### src/rtl/display_char_expander_unit_assert.svh
// Assertion macros shared by the display character expander RTL.
// No dependencies; define ASSERT_OFF to compile the checks out.
`ifndef DISPLAY_CHAR_EXPANDER_UNIT_ASSERT_SVH
`define DISPLAY_CHAR_EXPANDER_UNIT_ASSERT_SVH

`ifndef ASSERT_OFF

// same-cycle implication
`define DCE_ASSERT_IMPL(label, clk, rstn, ante, cons) \
    label: assert property (@(posedge clk) disable iff (!rstn) (ante) |-> (cons)) \
        else $error("dce: same-cycle check failed");

// next-cycle implication
`define DCE_ASSERT_NEXT(label, clk, rstn, ante, cons) \
    label: assert property (@(posedge clk) disable iff (!rstn) (ante) |=> (cons)) \
        else $error("dce: next-cycle check failed");

`else

`define DCE_ASSERT_IMPL(label, clk, rstn, ante, cons)
`define DCE_ASSERT_NEXT(label, clk, rstn, ante, cons)

`endif

`endif

### src/rtl/dce_pkg.sv
// Package for the display character expander: payload structs, register
// indexes, character constants and the ASCII control-name table. No dependencies.
package dce_pkg;

    localparam int COLUMN_W  = 16;
    localparam int CFG_IDX_W = 1;
    localparam int CFG_DATA_W = 8;

    localparam logic [CFG_IDX_W-1:0] REG_TAB_DISTANCE = 1'b0;
    localparam logic [CFG_IDX_W-1:0] REG_NULL_SUBST   = 1'b1;

    localparam logic [5:0] TAB_DIST_RESET  = 6'd8;
    localparam logic [7:0] NULL_SUBST_RESET = 8'd0;

    localparam logic [7:0] CHAR_TAB     = 8'd9;
    localparam logic [7:0] CHAR_CTL_MAX = 8'd31;
    localparam logic [7:0] CHAR_DEL     = 8'd127;
    localparam logic [7:0] CHAR_LT      = 8'h3C;
    localparam logic [7:0] CHAR_GT      = 8'h3E;
    localparam logic [7:0] CHAR_SPACE   = 8'h20;

    localparam logic [COLUMN_W-1:0] COLUMN_MAX = 16'hFFFF;

    localparam logic [23:0] NAME_NUL = "nul";
    localparam logic [23:0] NAME_DEL = "del";

    typedef struct packed {
        logic [7:0] in_char;
        logic       line_start;
    } dce_in_t;

    typedef struct packed {
        logic [7:0]          out_char;
        logic                is_last;
        logic [COLUMN_W-1:0] column_after;
    } dce_out_t;

    // name text is left-justified; two-letter names leave the low byte zero
    typedef struct packed {
        logic [1:0]  len;
        logic [23:0] text;
    } ctl_name_t;

    function automatic ctl_name_t ctl_name(input logic [4:0] code);
        ctl_name_t nm;
        nm.len = 2'd3;
        unique case (code)
            5'd0:  nm.text = "nul";
            5'd1:  nm.text = "soh";
            5'd2:  nm.text = "stx";
            5'd3:  nm.text = "etx";
            5'd4:  nm.text = "eot";
            5'd5:  nm.text = "enq";
            5'd6:  nm.text = "ack";
            5'd7:  nm.text = "bel";
            5'd8:  begin nm.text = {"bs", 8'h00}; nm.len = 2'd2; end
            5'd9:  begin nm.text = {"ht", 8'h00}; nm.len = 2'd2; end
            5'd10: begin nm.text = {"nl", 8'h00}; nm.len = 2'd2; end
            5'd11: begin nm.text = {"vt", 8'h00}; nm.len = 2'd2; end
            5'd12: begin nm.text = {"np", 8'h00}; nm.len = 2'd2; end
            5'd13: begin nm.text = {"cr", 8'h00}; nm.len = 2'd2; end
            5'd14: begin nm.text = {"so", 8'h00}; nm.len = 2'd2; end
            5'd15: begin nm.text = {"si", 8'h00}; nm.len = 2'd2; end
            5'd16: nm.text = "dle";
            5'd17: nm.text = "dc1";
            5'd18: nm.text = "dc2";
            5'd19: nm.text = "dc3";
            5'd20: nm.text = "dc4";
            5'd21: nm.text = "nak";
            5'd22: nm.text = "syn";
            5'd23: nm.text = "etb";
            5'd24: nm.text = "can";
            5'd25: begin nm.text = {"em", 8'h00}; nm.len = 2'd2; end
            5'd26: nm.text = "sub";
            5'd27: nm.text = "esc";
            5'd28: begin nm.text = {"fs", 8'h00}; nm.len = 2'd2; end
            5'd29: begin nm.text = {"gs", 8'h00}; nm.len = 2'd2; end
            5'd30: begin nm.text = {"rs", 8'h00}; nm.len = 2'd2; end
            5'd31: begin nm.text = {"us", 8'h00}; nm.len = 2'd2; end
            default: nm.text = "nul";
        endcase
        return nm;
    endfunction

endpackage

### src/rtl/display_char_expander_unit.sv
// Display character expander: tab expansion and <name> forms of control codes, DEL and the null substitute.
// Depends on dce_pkg and display_char_expander_unit_assert.svh.
// A byte goes from ST_IDLE to ST_SUM, a tab via ST_DIV (restoring divider for column % td);
// ST_EMIT then gives 1 plain, 4-5 name or td - column % td spaces, 1/cycle while the output
// register is free. A new byte is taken only in ST_IDLE, once the previous one is emitted.
// Reset (aresetn low, synchronous): column to 0, tab_distance 8, null_substitute 0.
`include "display_char_expander_unit_assert.svh"

module display_char_expander_unit
    import dce_pkg::*;
#(
    parameter int MAX_TAB_STOP = 32
) (
    input  logic                 aclk,
    input  logic                 aresetn,
    input  logic                 cfg_we,
    input  logic [CFG_IDX_W-1:0] cfg_index,
    input  logic [CFG_DATA_W-1:0] cfg_wdata,
    input  logic                 s_valid,
    output logic                 s_ready,
    input  dce_in_t              s_data,
    output logic                 m_valid,
    input  logic                 m_ready,
    output dce_out_t             m_data
);

    localparam int TD_W  = $clog2(MAX_TAB_STOP + 1);
    localparam int CNT_W = TD_W;
    localparam logic [3:0] BIT_LAST = 4'(COLUMN_W - 1);

    typedef enum logic [3:0] {
        ST_IDLE = 4'b0001,
        ST_DIV  = 4'b0010,
        ST_SUM  = 4'b0100,
        ST_EMIT = 4'b1000
    } state_t;

    typedef enum logic [1:0] {
        KIND_SPACE = 2'd0,
        KIND_WORD  = 2'd1,
        KIND_PLAIN = 2'd2
    } kind_t;

    state_t               state_reg, state_next;
    kind_t                kind_reg, kind_next;
    logic [5:0]           tab_distance_reg, tab_distance_next;
    logic [7:0]           null_subst_reg, null_subst_next;
    logic [COLUMN_W-1:0]  column_reg, column_next;
    logic [7:0]           char_reg, char_next;
    logic [23:0]          name_reg, name_next;
    logic [TD_W-1:0]      td_reg, td_next;
    logic [TD_W-1:0]      rem_reg, rem_next;
    logic [3:0]           bit_cnt_reg, bit_cnt_next;
    logic [CNT_W-1:0]     n_reg, n_next;
    logic [CNT_W-1:0]     k_reg, k_next;
    logic                 m_valid_reg, m_valid_next;
    dce_out_t             m_data_reg, m_data_next;

    logic                 s_xfer;
    logic                 out_free;
    logic                 emit_last;
    logic [TD_W-1:0]      td_clamped;
    ctl_name_t            ctl_nm;
    logic [TD_W:0]        rem_shift;
    logic [TD_W-1:0]      rem_step;
    logic [COLUMN_W:0]    col_sum;
    logic [7:0]           emit_char;

    assign s_ready   = (state_reg == ST_IDLE);
    assign s_xfer    = s_valid && s_ready;
    assign out_free  = !m_valid_reg || m_ready;
    assign emit_last = (CNT_W'(k_reg + 1'b1) == n_reg);
    assign m_valid   = m_valid_reg;
    assign m_data    = m_data_reg;
    assign ctl_nm    = ctl_name(s_data.in_char[4:0]);

    always_comb begin
        if (int'(tab_distance_reg) > MAX_TAB_STOP) begin
            td_clamped = TD_W'(MAX_TAB_STOP);
        end else if (tab_distance_reg == 6'd0) begin
            td_clamped = TD_W'(1);
        end else begin
            td_clamped = TD_W'(tab_distance_reg);
        end
    end

    // divider step: shift in the next column bit, subtract if it fits
    assign rem_shift = {rem_reg, column_reg[bit_cnt_reg]};
    always_comb begin
        if (rem_shift >= {1'b0, td_reg}) begin
            rem_step = TD_W'(rem_shift - {1'b0, td_reg});
        end else begin
            rem_step = TD_W'(rem_shift);
        end
    end

    assign col_sum = {1'b0, column_reg} + (COLUMN_W + 1)'(n_reg);

    always_comb begin
        emit_char = char_reg;
        unique case (kind_reg)
            KIND_SPACE: emit_char = CHAR_SPACE;
            KIND_PLAIN: emit_char = char_reg;
            KIND_WORD: begin
                if (k_reg == '0) begin
                    emit_char = CHAR_LT;
                end else if (emit_last) begin
                    emit_char = CHAR_GT;
                end else if (k_reg == CNT_W'(1)) begin
                    emit_char = name_reg[23:16];
                end else if (k_reg == CNT_W'(2)) begin
                    emit_char = name_reg[15:8];
                end else begin
                    emit_char = name_reg[7:0];
                end
            end
            default: emit_char = char_reg;
        endcase
    end

    always_comb begin
        state_next        = state_reg;
        kind_next         = kind_reg;
        tab_distance_next = tab_distance_reg;
        null_subst_next   = null_subst_reg;
        column_next       = column_reg;
        char_next         = char_reg;
        name_next         = name_reg;
        td_next           = td_reg;
        rem_next          = rem_reg;
        bit_cnt_next      = bit_cnt_reg;
        n_next            = n_reg;
        k_next            = k_reg;
        m_valid_next      = m_valid_reg && !m_ready;
        m_data_next       = m_data_reg;

        if (cfg_we) begin
            unique case (cfg_index)
                REG_TAB_DISTANCE: tab_distance_next = cfg_wdata[5:0];
                REG_NULL_SUBST:   null_subst_next   = cfg_wdata;
                default: ;
            endcase
        end

        unique case (state_reg)
            ST_IDLE: begin
                if (s_xfer) begin
                    column_next = s_data.line_start ? '0 : column_reg;
                    char_next   = s_data.in_char;
                    state_next  = ST_SUM;
                    // tab beats the null substitute when both match
                    priority if (s_data.in_char == CHAR_TAB) begin
                        kind_next    = KIND_SPACE;
                        td_next      = td_clamped;
                        rem_next     = '0;
                        bit_cnt_next = BIT_LAST;
                        state_next   = ST_DIV;
                    end else if (s_data.in_char == null_subst_reg) begin
                        kind_next = KIND_WORD;
                        name_next = NAME_NUL;
                        n_next    = CNT_W'(5);
                    end else if (s_data.in_char <= CHAR_CTL_MAX) begin
                        kind_next = KIND_WORD;
                        name_next = ctl_nm.text;
                        n_next    = CNT_W'(3'(ctl_nm.len) + 3'd2);
                    end else if (s_data.in_char == CHAR_DEL) begin
                        kind_next = KIND_WORD;
                        name_next = NAME_DEL;
                        n_next    = CNT_W'(5);
                    end else begin
                        kind_next = KIND_PLAIN;
                        n_next    = CNT_W'(1);
                    end
                end
            end
            ST_DIV: begin
                rem_next     = rem_step;
                bit_cnt_next = bit_cnt_reg - 4'd1;
                if (bit_cnt_reg == 4'd0) begin
                    n_next     = td_reg - rem_step;
                    state_next = ST_SUM;
                end
            end
            ST_SUM: begin
                column_next = col_sum[COLUMN_W] ? COLUMN_MAX : col_sum[COLUMN_W-1:0];
                k_next      = '0;
                state_next  = ST_EMIT;
            end
            ST_EMIT: begin
                if (out_free) begin
                    m_valid_next             = 1'b1;
                    m_data_next.out_char     = emit_char;
                    m_data_next.is_last      = emit_last;
                    m_data_next.column_after = column_reg;
                    k_next                   = CNT_W'(k_reg + 1'b1);
                    if (emit_last) begin
                        state_next = ST_IDLE;
                    end
                end
            end
            default: state_next = ST_IDLE;
        endcase
    end

    always_ff @(posedge aclk) begin
        if (!aresetn) begin
            state_reg        <= ST_IDLE;
            tab_distance_reg <= TAB_DIST_RESET;
            null_subst_reg   <= NULL_SUBST_RESET;
            column_reg       <= '0;
            m_valid_reg      <= 1'b0;
        end else begin
            state_reg        <= state_next;
            tab_distance_reg <= tab_distance_next;
            null_subst_reg   <= null_subst_next;
            column_reg       <= column_next;
            m_valid_reg      <= m_valid_next;
        end
    end

    always_ff @(posedge aclk) begin
        kind_reg    <= kind_next;
        char_reg    <= char_next;
        name_reg    <= name_next;
        td_reg      <= td_next;
        rem_reg     <= rem_next;
        bit_cnt_reg <= bit_cnt_next;
        n_reg       <= n_next;
        k_reg       <= k_next;
        m_data_reg  <= m_data_next;
    end

    `DCE_ASSERT_NEXT(a_busy_after_xfer, aclk, aresetn, s_valid && s_ready, !s_ready)
    `DCE_ASSERT_IMPL(a_rem_below_td, aclk, aresetn, state_reg == ST_DIV, rem_reg < td_reg)
    `DCE_ASSERT_IMPL(a_emit_in_range, aclk, aresetn, state_reg == ST_EMIT, k_reg < n_reg)
    `DCE_ASSERT_NEXT(a_last_closes_item, aclk, aresetn,
        state_reg == ST_EMIT && out_free && emit_last,
        state_reg == ST_IDLE && m_valid_reg && m_data_reg.is_last)

endmodule
### config.mk
export PLATFORM = sky130hd
export DESIGN_NAME = display_char_expander_unit
export DESIGN_NICKNAME = d
export VERILOG_FILES = /design/src/rtl/dce_pkg.sv /design/src/rtl/display_char_expander_unit.sv
export VERILOG_INCLUDE_DIRS = /design/src /design/src/rtl
export SDC_FILE = /design/constraint.sdc
export NUM_CORES = 1
export LEC_CHECK = 0
export ABC_AREA = 1
export BUFFER_PORTS_ARGS = -buffer_cell sky130_fd_sc_hd__buf_2
export CAP_MARGIN = 40
export CORE_UTILIZATION = 61
export CTS_CLUSTER_DIAMETER = 60
export DETAILED_ROUTE_END_ITERATION = 12
export PLACE_DENSITY = 0.81
export SYNTH_ARGS = -nofsm -noshare
export SYNTH_HDL_FRONTEND = slang
export SYNTH_SLANG_ARGS = --single-unit
### constraint.sdc
create_clock -name aclk -period 4.45 [get_ports aclk]
set_clock_uncertainty 0.2 [all_clocks]
set_input_delay 0 -clock aclk [delete_from_list [all_inputs] [get_ports aclk]]
set_output_delay 0 -clock aclk [all_outputs]
set_load 0.01 [all_outputs]
---- Word-level counts from Yosys, hierarchy flattened ----
Cells that the tools add are included.
storage, ports and cells
  flip-flop bits (word level) ............. 122
  input bits .............................. 23
  output and inout port bits .............. 27
  logic and storage cells ................. 150
cells by class
  $add $sub $neg .......................... 6
  magnitude comparators ................... 4
  equal/unequal tests ..................... 49
  mux-type cells .......................... 43
  bitwise operators ....................... 2
  reductions and logical operators ........ 28
operators with widths
  cell                  number
  $pmux W24 S32         1
  $eq A5 B5 Y1 const B  16
  $mux W16              3
  $mux W24              2
  $mux W6               8
  $eq A5 B4 Y1 const B  8
  $pmux W6 S2           3
  $mux W8               4
  $pmux W16 S2          1
  $mux W4               6
  $eq A5 B3 Y1 const B  4
  $add A16 B6 Y17       1
  $pmux W4 S4           1
  $pmux W8 S2           1
  $reduce_or A13 Y1     1
  $logic_not A6 Y1      2
  $mux W3               4
  $reduce_and A4 Y1     3
  $sub A6 B6 Y6         2
  $eq A5 B2 Y1 const B  2
  $reduce_and A2 Y1     5
  $reduce_and A3 Y1     3
  $eq A8 B4 Y1 const B  1
  $eq A8 B7 Y1 const B  1
  other kinds (34)      49

---- Logic depth before layout (Yosys ltp) ----
Gate-level depths: netlist of the first run.
  word-level depth ........................ 9
  mapped depth ............................ 26
  depth with buffers taken out ............ 25

---- Worst setup path after synthesis of the first run ----
No wires, ideal clock.
  kind .................................... register -> register
  start ................................... reg bit_cnt_reg[0]
  end ..................................... reg n_reg[4] (data pin)
  library setup time ...................... 0.255 ns
  arrival ................................. 2.848 ns
  required time ........................... 3.995 ns
  path slack .............................. 1.148 ns
  cell stages (with the launch flop) ...... 21
  path buffers ............................ 2
  clock period less this slack ............ 3.302 ns
  cell sequence ........................... edfxtp_1 -> buf_2 -> buf_2 -> nand2_1 -> o211ai_1 -> nand3_1 -> nand3_1 -> nand2_1 -> inv_1 -> ha_1 -> fa_1 -> inv_1 -> o21ai_0 -> inv_1 -> fa_1 -> inv_1 -> nand3_1 -> nand2_1 -> nand3_1 -> nand2_1 -> nor2_1
between the ends
  word-level cells in the longest chain between the ends .. 7
  elaborated cells on any way between the ends .. 8
  classes of those cells .................. add/sub (2); order compare (1); mux (5)
RTL lines
  item                                           RTL line                                                            source
  start: declaration                             display_char_expander_unit.sv:53                                    logic [3:0] bit_cnt_reg, bit_cnt_next;
  start signal: assignment                       display_char_expander_unit.sv:227                                   bit_cnt_reg <= bit_cnt_next;
  $bmux W1 S4 *                                  display_char_expander_unit.sv:88                                    assign rem_shift = {rem_reg, column_reg[bit_cnt_reg]};
  $mux W1 (implied by the code) *                display_char_expander_unit.sv:88
  $sub A6 B6 Y6 or $ge A7 B6 Y1 (tied branches)  display_char_expander_unit.sv:91, display_char_expander_unit.sv:90
  $mux W6 *                                      display_char_expander_unit.sv:90                                    if (rem_shift >= {1'b0, td_reg}) begin
  net rem_step[1]                                display_char_expander_unit.sv:65                                    logic [TD_W-1:0] rem_step;
  $sub A6 B6 Y6 *                                display_char_expander_unit.sv:180                                   n_next = td_reg - rem_step;
  $mux W6 *                                      display_char_expander_unit.sv:179                                   if (bit_cnt_reg == 4'd0) begin
  $pmux W6 S2 *                                  display_char_expander_unit.sv:145                                   unique case (state_reg)
  end signal: assignment                         display_char_expander_unit.sv:228                                   n_reg <= n_next;
  end: declaration                               display_char_expander_unit.sv:54                                    logic [CNT_W-1:0] n_reg, n_next;
Mark *: on every way through the listed nets, which the timed path passes. The rest lies on a longest branch. The select of a mux whose other input is x is not followed.
A chain may end at the register's enable or synchronous reset.

---- Worst setup path after layout of the first run ----
Same ends and word-level chain as after synthesis.

==> run summary, run 1 <==
When the netlist entered floorplanning its net count stood at 863. For this run the aggregate overflow at the end of global routing stands at 0. The clock share of power came out at 0.467. The run gives 50 as the number of top-level pins.

Setup repair after global routing left no endpoint under its margin. The maximum frequency from static timing analysis was 0.2579 GHz; the count of placed standard cells in the final layout, fillers left out was 1060. Path class of the lowest-slack min-delay path: primary input to flip-flop. The logs give 6031 for the number of global-route vias before repair and 0 for the count of final setup violators. For this run, the number of Yosys warnings is 0. IR analysis of the VDD net gives a maximum drop of 345.5 uV. Yosys mapped a number of flops with a built-in enable equal to 80. The port buffer count came out at 49. Proportion of register bits with asynchronous set or reset after synthesis: 0. The flow ran to the end, and the final reports show no timing, DRC or antenna violations.

The tools report the final number of max-transition violations as 0. The die covers 11300 sq um. The critical path is of the flip-flop to flip-flop type. The proportion of total power due to net switching works out to 0.2592. The delay contributed by the slowest stage of the critical path is 590 ps, and the static leakage is 3.451 nW.

The share of the synthesized area in the top cell type came out at 0.3619. For the via total after detailed routing, the log shows 6169. The time the worst path needs with I/O delays and setup came out at 3878 ps. The part of the total power dissipated in sequential elements is 0.409. The internal portion of the total power is 0.002266 W. Number of hold violations in the final report: 0.

The summed instance area of the synthesized netlist was 6638 sq um; the maximum level of the CTS H-tree was 4. The area growth from synthesis to layout is 20.28%. The total net switching power is 0.0007930 W, and the worst relative slew slack is 0.6053. The later pin in the worst-skew pair is clocked with a latency of 540 ps.

The slew of the pin with the lowest slew margin was 588.4 ps; the number of synthesized register bits was 115. The number of antenna cells inserted was 0. STA classifies the critical path startpoint as a flip-flop. Among all flip-flop cells after synthesis, the most frequent one is edfxtp_1. Sorting the synthesized cells by how often they occur yields 175 x nand2_1, 106 x inv_1, 104 x nor2_1, 80 x edfxtp_1, 53 x nand3_1. By area, the combinational part of the netlist is dominated by simple AND/OR/NAND/NOR gates. The pre-antenna-repair detailed-routing pass consisted of 5 iterations. The portion of netlist area occupied by mux cells is 0, and the mean number of vias per cell is 5.820.

The category of cells accounting for the largest share of critical-path delay was simple AND/OR/NAND/NOR gates. The number of instances in the placed design is 990. The maximum number of pins on one net before global-route repair came out at 20.

The tools report the type of element capturing the critical path as a flip-flop. The synthesized-area fraction occupied by adder cells is 0.04675. The detailed placer's ending HPWL is 12300 microns, and the layout cell share with drive strength beyond 1 is 0.1266.

Measured along the x axis, the die boundary spans 106.3 microns. The tools report the number of setup buffers added after CTS as 0. Timing analysis after detailed placement gives a worst setup slack of 640.0 ps.

For the data required time of the worst path, the log shows 4540 ps. The tools report the number of fill cells as 668. In the final routed layout, each cell accounts on average for 17.62 microns. After synthesis, the mean cell area works out to 8.124 sq um. The worst-case setup margin in the final layout was 572.0 ps; the number of max-capacitance violations reported was 0. The power density of the placed cells works out to 383.2 nW/um^2.

Clock tree synthesis inserted a total of 17 buffers. After layout, the design draws a total of 0.003059 W. Biggest area consumer among synthesized cells: edfxtp_1. The logs give 596 for the count of routing violations after the opening detailed-route iteration and 10420 sq um for the placeable core area. For the critical path arrival, the log shows 3970 ps.

The run gives 18680 microns as the total detailed-routing wirelength. Clock tree synthesis selected as its root buffer the cell clkbuf_8. The detail route stage leaves a number of antenna-violating nets equal to 0. The number of buffers and inverters on the critical path is 5. The post-synthesis compound-gate area fraction is 0.1120. TritonCTS built the clock tree. The number of rows created at floorplan came out at 37. The sequential fraction of the synthesis area was 0.4675; the area share of xor/xnor cells in the synthesized design was 0.02771. After synthesis, the netlist uses 47 different library cells. The final layout contains 957 nets.

The final period utilization was 0.8714. Routability-driven placement finished with a final weighted congestion of 0.9245. Traced cell by cell, the critical path runs through a21oi_1 > o21ai_0 > o211ai_1 > nand3_1 > nand2_1 > inv_1 > ha_1 > inv_1 > nand2_1 > nand2_1 > nand2_2 > nand3_2 > inv_1 > o21ai_0 > inv_1 > fa_1 > inv_1 > nand3_1 > nand2_1 > nand3_1 > nand2_1 > nor2_1. The initial antenna violation count is 1. For this design, the sink count on the clock tree is 115. In the post-synthesis netlist, the cell with the most instances is nand2_1.

For the setup slack of the worst register-to-register path, the log shows 570 ps. The number of flip-flops in the largest register is 25, and the wire length of the first global-routing pass is 29640 microns. The simple-gate area share of the yosys netlist works out to 0.2648. Measured along the y axis, the die boundary spans 106.3 microns.

The post-synthesis instance total is 817, and the combined global-route utilization of all metal layers is 0.3474. Sorting the synthesized cells by area gives the leading types as edfxtp_1 36%, dfxtp_1 11%, nand2_1 9.9%. Combinational fraction of design power: 0.123. The remaining routing DRC violations was 0. The logs give 2 for the maximum root-to-sink buffer count and 0.6372 for the starting density of the core.

For this design, the slowest cell found on the critical path is edfxtp_1. Along the worst path, the maximum fanout reaches 18. Clock-pin slew was measured on the worst setup and hold paths at 60 ps.

The tools report the aggregate negative setup slack as 0 ps.
## cell families (layout without fill, tap and decap cells)
logic type                 Yosys count  count (layout)
buffers and inverters              132             239
xor gates and xnor gates            21              21
DFF                                115             115
and+or+nand+nor                    395             395
adders and majority gates           23              23
AOI/OAI and AO/OA                  131             131
## power by group through the flow
stage	Sequential (W)	Clock (W)	Combinational [W]
3_5_place_dp	0.00127	0	0.000325
4_1_cts	0.00125	0.00143	0.000364
3_3_place_gp	0.00127	0	0.000313
5_1_grt	0.00126	0.00147	0.000412
6_report	0.00125	0.00143	0.000377
2_1_floorplan	0.00125	0	0.000239
## path summary, 6_finish.rpt
path,start,endpoint,cells after the start
setup / recovery,bit_cnt_reg[0]$_SDFFCE_PN1P_,n_reg[4]$_SDFFCE_PN0P_,22
hold / removal,s_data[6],char_reg[5]$_DFFE_PP_,2
setup reg to reg,bit_cnt_reg[0]$_SDFFCE_PN1P_,n_reg[4]$_SDFFCE_PN0P_,22
hold reg to reg,tab_distance_reg[1]$_SDFFE_PN0P_,tab_distance_reg[1]$_SDFFE_PN0P_,2
## timing repair
action                                 CTS  global route
hold buffers                            37             0
resized for setup                        0             0
endpoints found under the hold margin  104             0
## metal layers
| metal | part of all wire | GRT usage | routed length (microns) | vias to the layer above |
|---|---|---|---|---|
| met5 | 0 | 0 | 0 | - |
| met4 | 0.023 | 0.1230 | 430 | 0 |
| met3 | 0.10 | 0.1079 | 1877 | 47 |
| met2 | 0.49 | 0.5798 | 9113 | 358 |
| met1 | 0.39 | 0.4239 | 7258 | 2836 |
| li1 | - | - | - | 2928 |
## layout make-up
| class | count | area, sq um | share of cell area |
|---|---|---|---|
| timing repair buffer | 92 | 658.1 | 0.08243 |
| tap | 136 | 170.2 | 0.02131 |
| clock inverter | 12 | 178.9 | 0.02241 |
| inverter | 115 | 434.2 | 0.05438 |
| sequential | 115 | 3103 | 0.3887 |
| clock buffer | 20 | 435.4 | 0.05454 |
| multi-input combinational | 570 | 3004 | 0.3763 |
## cells in the final DEF, fill, tap and decap left out, types with 4 or more instances in the layout
| cell | Yosys | final |
|---|---|---|
| o211ai_1 | 11 | 11 |
| a21oi_1 | 50 | 50 |
| buf_4 | 1 | 5 |
| nand2_1 | 175 | 175 |
| clkinv_1 | 3 | 4 |
| ha_1 | 20 | 20 |
| clkbuf_16 | 0 | 16 |
| nand3_1 | 53 | 53 |
| xor2_1 | 10 | 10 |
| nor4_1 | 9 | 8 |
| xnor2_1 | 11 | 11 |
| nor2_2 | 6 | 7 |
| inv_1 | 106 | 106 |
| nand4_1 | 7 | 7 |
| bufinv_16 | 0 | 4 |
| nand2_2 | 5 | 5 |
| nand3b_1 | 4 | 4 |
| dlygate4sd3_1 | 0 | 37 |
| dfxtp_1 | 35 | 35 |
| o21ai_0 | 49 | 49 |
| edfxtp_1 | 80 | 80 |
| inv_2 | 5 | 5 |
| nor2_1 | 104 | 103 |
| buf_2 | 6 | 50 |
| nor3_1 | 19 | 19 |
## metrics by stage
stage / instance area (sq um) / hold WS [ps] / util
3_3_place_gp: 6979 / 46.93 / 0.6700
6_report: 7984 / 84.94 / 0.7665
2_1_floorplan: 6638 / -101.1 / -
5_1_grt: 7984 / 64.78 / 0.7665
4_1_cts: 7979 / 64.24 / 0.7660
3_5_place_dp: 6994 / 54.47 / 0.6715
(Power assumes the default switching activity.)
==> inputs of run 2 (changes only) <==
--- a/config.mk
+++ b/config.mk
@@ -9,6 +9,7 @@
 export ABC_AREA = 1
 export BUFFER_PORTS_ARGS = -buffer_cell sky130_fd_sc_hd__buf_2
 export CAP_MARGIN = 40
+export CORE_MARGIN = 8
 export CORE_UTILIZATION = 61
 export CTS_CLUSTER_DIAMETER = 60
 export DETAILED_ROUTE_END_ITERATION = 12
==> run summary, run 2 (synthesis gave the netlist of run 1 again) <==
The run finished with clean final reports. The peak fanout along the critical path works out to 18 (unchanged). Setup repair after global routing left no endpoint under its margin. The run gives 3920 ps (was 3970 ps) as the critical path arrival. The total detailed-routing wirelength was 17520 microns (was 18680 microns); the mean number of vias per cell was 5.701 (was 5.820).

The count of clock tree sinks is 115 (unchanged), and the number of rows created at floorplan is 38 (was 37). The tools report the data required time of the worst path as 4520 ps (was 4540 ps). The launch instance of the worst register-to-register path was bit_cnt_reg[0]$_SDFFCE_PN1P_ (unchanged). The slew of the pin with the lowest slew margin was 837.4 ps (was 588.4 ps); the maximum number of pins on one net before global-route repair was 26 (was 20). The run gives 0 (was 1) as the initial antenna violation count. The total congestion overflow after global routing was 0 (unchanged). The run gives 0 (unchanged) as the post-cts resize count. The logs give 3.440 nW (was 3.451 nW) for the static leakage and 17 (unchanged) for the number of buffers created by CTS.

The total power was 0.003008 W (was 0.003059 W). Number of top-level pins: 50 (unchanged). The number of max-capacitance violations reported was 0 (unchanged); the combined global-route utilization of all metal layers was 0.2458 (was 0.3474). Launch point of the worst hold path: s_data[8] (was s_data[6]). The placeable core area was 10750 sq um (was 10420 sq um); the worst relative slew slack was 0.4358 (was 0.6053). Commonest non-fill, non-tap cell in the layout: nand2_1 (unchanged). The final number of max-transition violations was 0 (unchanged); the power density of the placed cells was 377.2 nW/um^2 (was 383.2 nW/um^2). The endpoint of the worst hold path is char_reg[7]$_DFFE_PP_ (was char_reg[5]$_DFFE_PP_). The tools report the aggregate negative setup slack as 0 ps (unchanged). The routing layer with the top usage in global route was met2 (unchanged). The number of hold violations in the final report is 0 (unchanged).

The time the worst path needs with I/O delays and setup is 3846 ps (was 3878 ps). The category of the worst setup path launch point was a flip-flop (unchanged). The type of the setup path with the least slack is flip-flop to flip-flop (unchanged). The remaining routing DRC violations is 0 (unchanged), and the remaining antenna violation count is 0 (unchanged). Cell depth of the worst hold path: 2 (unchanged).

TritonCTS built the clock tree. The number of fill cells is 727 (was 668), and the met3 demand-to-capacity share in global routing is 0.06480 (was 0.1079). The final period utilization came out at 0.8642 (was 0.8714). The clock input transition at the sequential cells of the worst setup and hold paths came out at 60 ps (about the same). The die area is 14480 sq um (was 11300 sq um).

Maximum level of the CTS H-tree: 4 (unchanged). The path class of the lowest-slack min-delay path is primary input to flip-flop (unchanged). The tools report the starting density of the core as 0.6177 (was 0.6372). The worst ir drop on vdd is 252.2 uV (was 345.5 uV), and the width of the die is 120.3 microns (was 106.3 microns). The tools report the detailed placer's ending HPWL as 12230 microns (was 12300 microns). The tools report the last weighted congestion value of the routability-driven placer as 0.9577 (was 0.9245). The run gives 6060 (was 6169) as the via total after detailed routing.

The layout cell share with drive strength beyond 1 is 0.1246 (was 0.1266), and the later-pin clock latency in the skew report is 520 ps (was 540 ps). The number of global-route vias before repair came out at 5788 (was 6031). The clock root buffer was clkbuf_8 (unchanged). The count of final setup violators is 0 (unchanged). The tools report the capturing point of the worst reg2reg path as n_reg[4]$_SDFFCE_PN0P_ (unchanged). Maximum root-to-sink buffer count: 2 (unchanged). The tools report the type of element capturing the critical path as a flip-flop (unchanged). Met1 usage: 0.3061 (was 0.4239). The layout overhead on the synthesized area was 20.13% (was 20.28%); the count of routing violations after the opening detailed-route iteration was 649 (was 596). The tools report the final-stage net count as 956 (was 957). The iteration count of the initial detailed-routing pass was 7 (was 5); the number of flip-flops in the largest register was 25 (unchanged). The maximum frequency from static timing analysis is 0.2600 GHz (was 0.2579 GHz). The run gives 99.28 ps (was 84.94 ps) as the final hold slack. The wire length of the first global-routing pass is 28270 microns (was 29640 microns), and the number of cells on the worst reg-to-reg path is 22 (unchanged).

The global-route met2 utilization is 0.4031 (was 0.5798), and the port buffer count is 49 (unchanged). The tools report the post-layout utilization of the core as 0.7421 (was 0.7665). Most used cells in the layout excluding fill and tap cells: 175 x nand2_1, 106 x inv_1, 103 x nor2_1, 80 x edfxtp_1, 53 x nand3_1 (unchanged). The number of antenna cells inserted was 0 (unchanged). The die span in y was 120.3 microns (was 106.3 microns); the setup slack of the worst register-to-register path was 600 ps (was 570 ps). The final routed wire length divided by cell count works out to 16.48 microns (was 17.62 microns).
## run 2: cell count changes in the layout (fill, tap and decap cells not counted), sizes merged
| cell | before | now |
|---|---|---|
| clkinv | 6 | 10 |
| clkbuf | 20 | 18 |
| inv | 115 | 113 |
| buf | 55 | 54 |
## run 2: power breakdown
group	internal, W	total (W)	switching [W]	leakage, nW
sequential	0.00121	0.00125	0.0000432	1.02
combinational	0.000131	0.000363	0.000232	2.13
clock	0.000905	0.00139	0.000489	0.288
## run 2: cell type report
class / count / area (sq um) / share of cell area
Clock buffer: 18 / 417.9 / 0.05241
Tap cell: 140 / 175.2 / 0.02197
Sequential cell: 115 / 3103 / 0.3891
Inverter: 115 / 434.2 / 0.05445
Timing Repair Buffer: 91 / 653.1 / 0.08191
Multi-Input combinational cell: 570 / 3004 / 0.3767
Clock inverter: 14 / 186.4 / 0.02338
## run 2: stage by stage
step	instance area [sq um]	instances	setup slack (ps)
final	7974	1063	604.4
after global routing	7974	1063	320.1
after CTS	7974	1063	642.8
after detailed placement	6999	994	662.4
after global placement	6984	992	884.9
after floorplan	6638	817	1148
## run 2: worst max-delay path by stage
stage,start,end,slack (ps)
floorplan,bit_cnt_reg[0]$_SDFFCE_PN1P_,n_reg[4]$_SDFFCE_PN0P_,1150
global placement,bit_cnt_reg[0]$_SDFFCE_PN1P_,n_reg[4]$_SDFFCE_PN0P_,880
detailed placement,bit_cnt_reg[0]$_SDFFCE_PN1P_,n_reg[4]$_SDFFCE_PN0P_,660
CTS,bit_cnt_reg[0]$_SDFFCE_PN1P_,n_reg[4]$_SDFFCE_PN0P_,640
global route,bit_cnt_reg[0]$_SDFFCE_PN1P_,n_reg[4]$_SDFFCE_PN0P_,320
finish,bit_cnt_reg[0]$_SDFFCE_PN1P_,n_reg[4]$_SDFFCE_PN0P_,600
## run 2: critical path: stages (launching register included)
cell      delay, ps
edfxtp_1        600
a21oi_1         230
o21ai_0         100
o211ai_1        100
nand3_1          90
nand2_1         120
inv_1            80
ha_1            210
inv_1            80
nand2_1          70
nand2_1          90
nand2_2          90
nand3_2         170
inv_1            90
o21ai_0         280
inv_1           120
fa_1            400
inv_1            80
nand3_1         100
nand2_1         100
nand3_1          80
nand2_1          80
nor2_1           40
## run 2: metal layers
| layer | vias up | share of wire |
|---|---|---|
| met5 | - | 0 |
| met4 | 0 | 0.018 |
| met3 | 34 | 0.084 |
| met2 | 287 | 0.48 |
| met1 | 2829 | 0.42 |
| li1 | 2910 | - |
## run 2: what timing repair did
action,4_1_cts,5_1_grt
hold endpoints to repair,93,0
hold buffers,37,0
buffers inserted,0,0
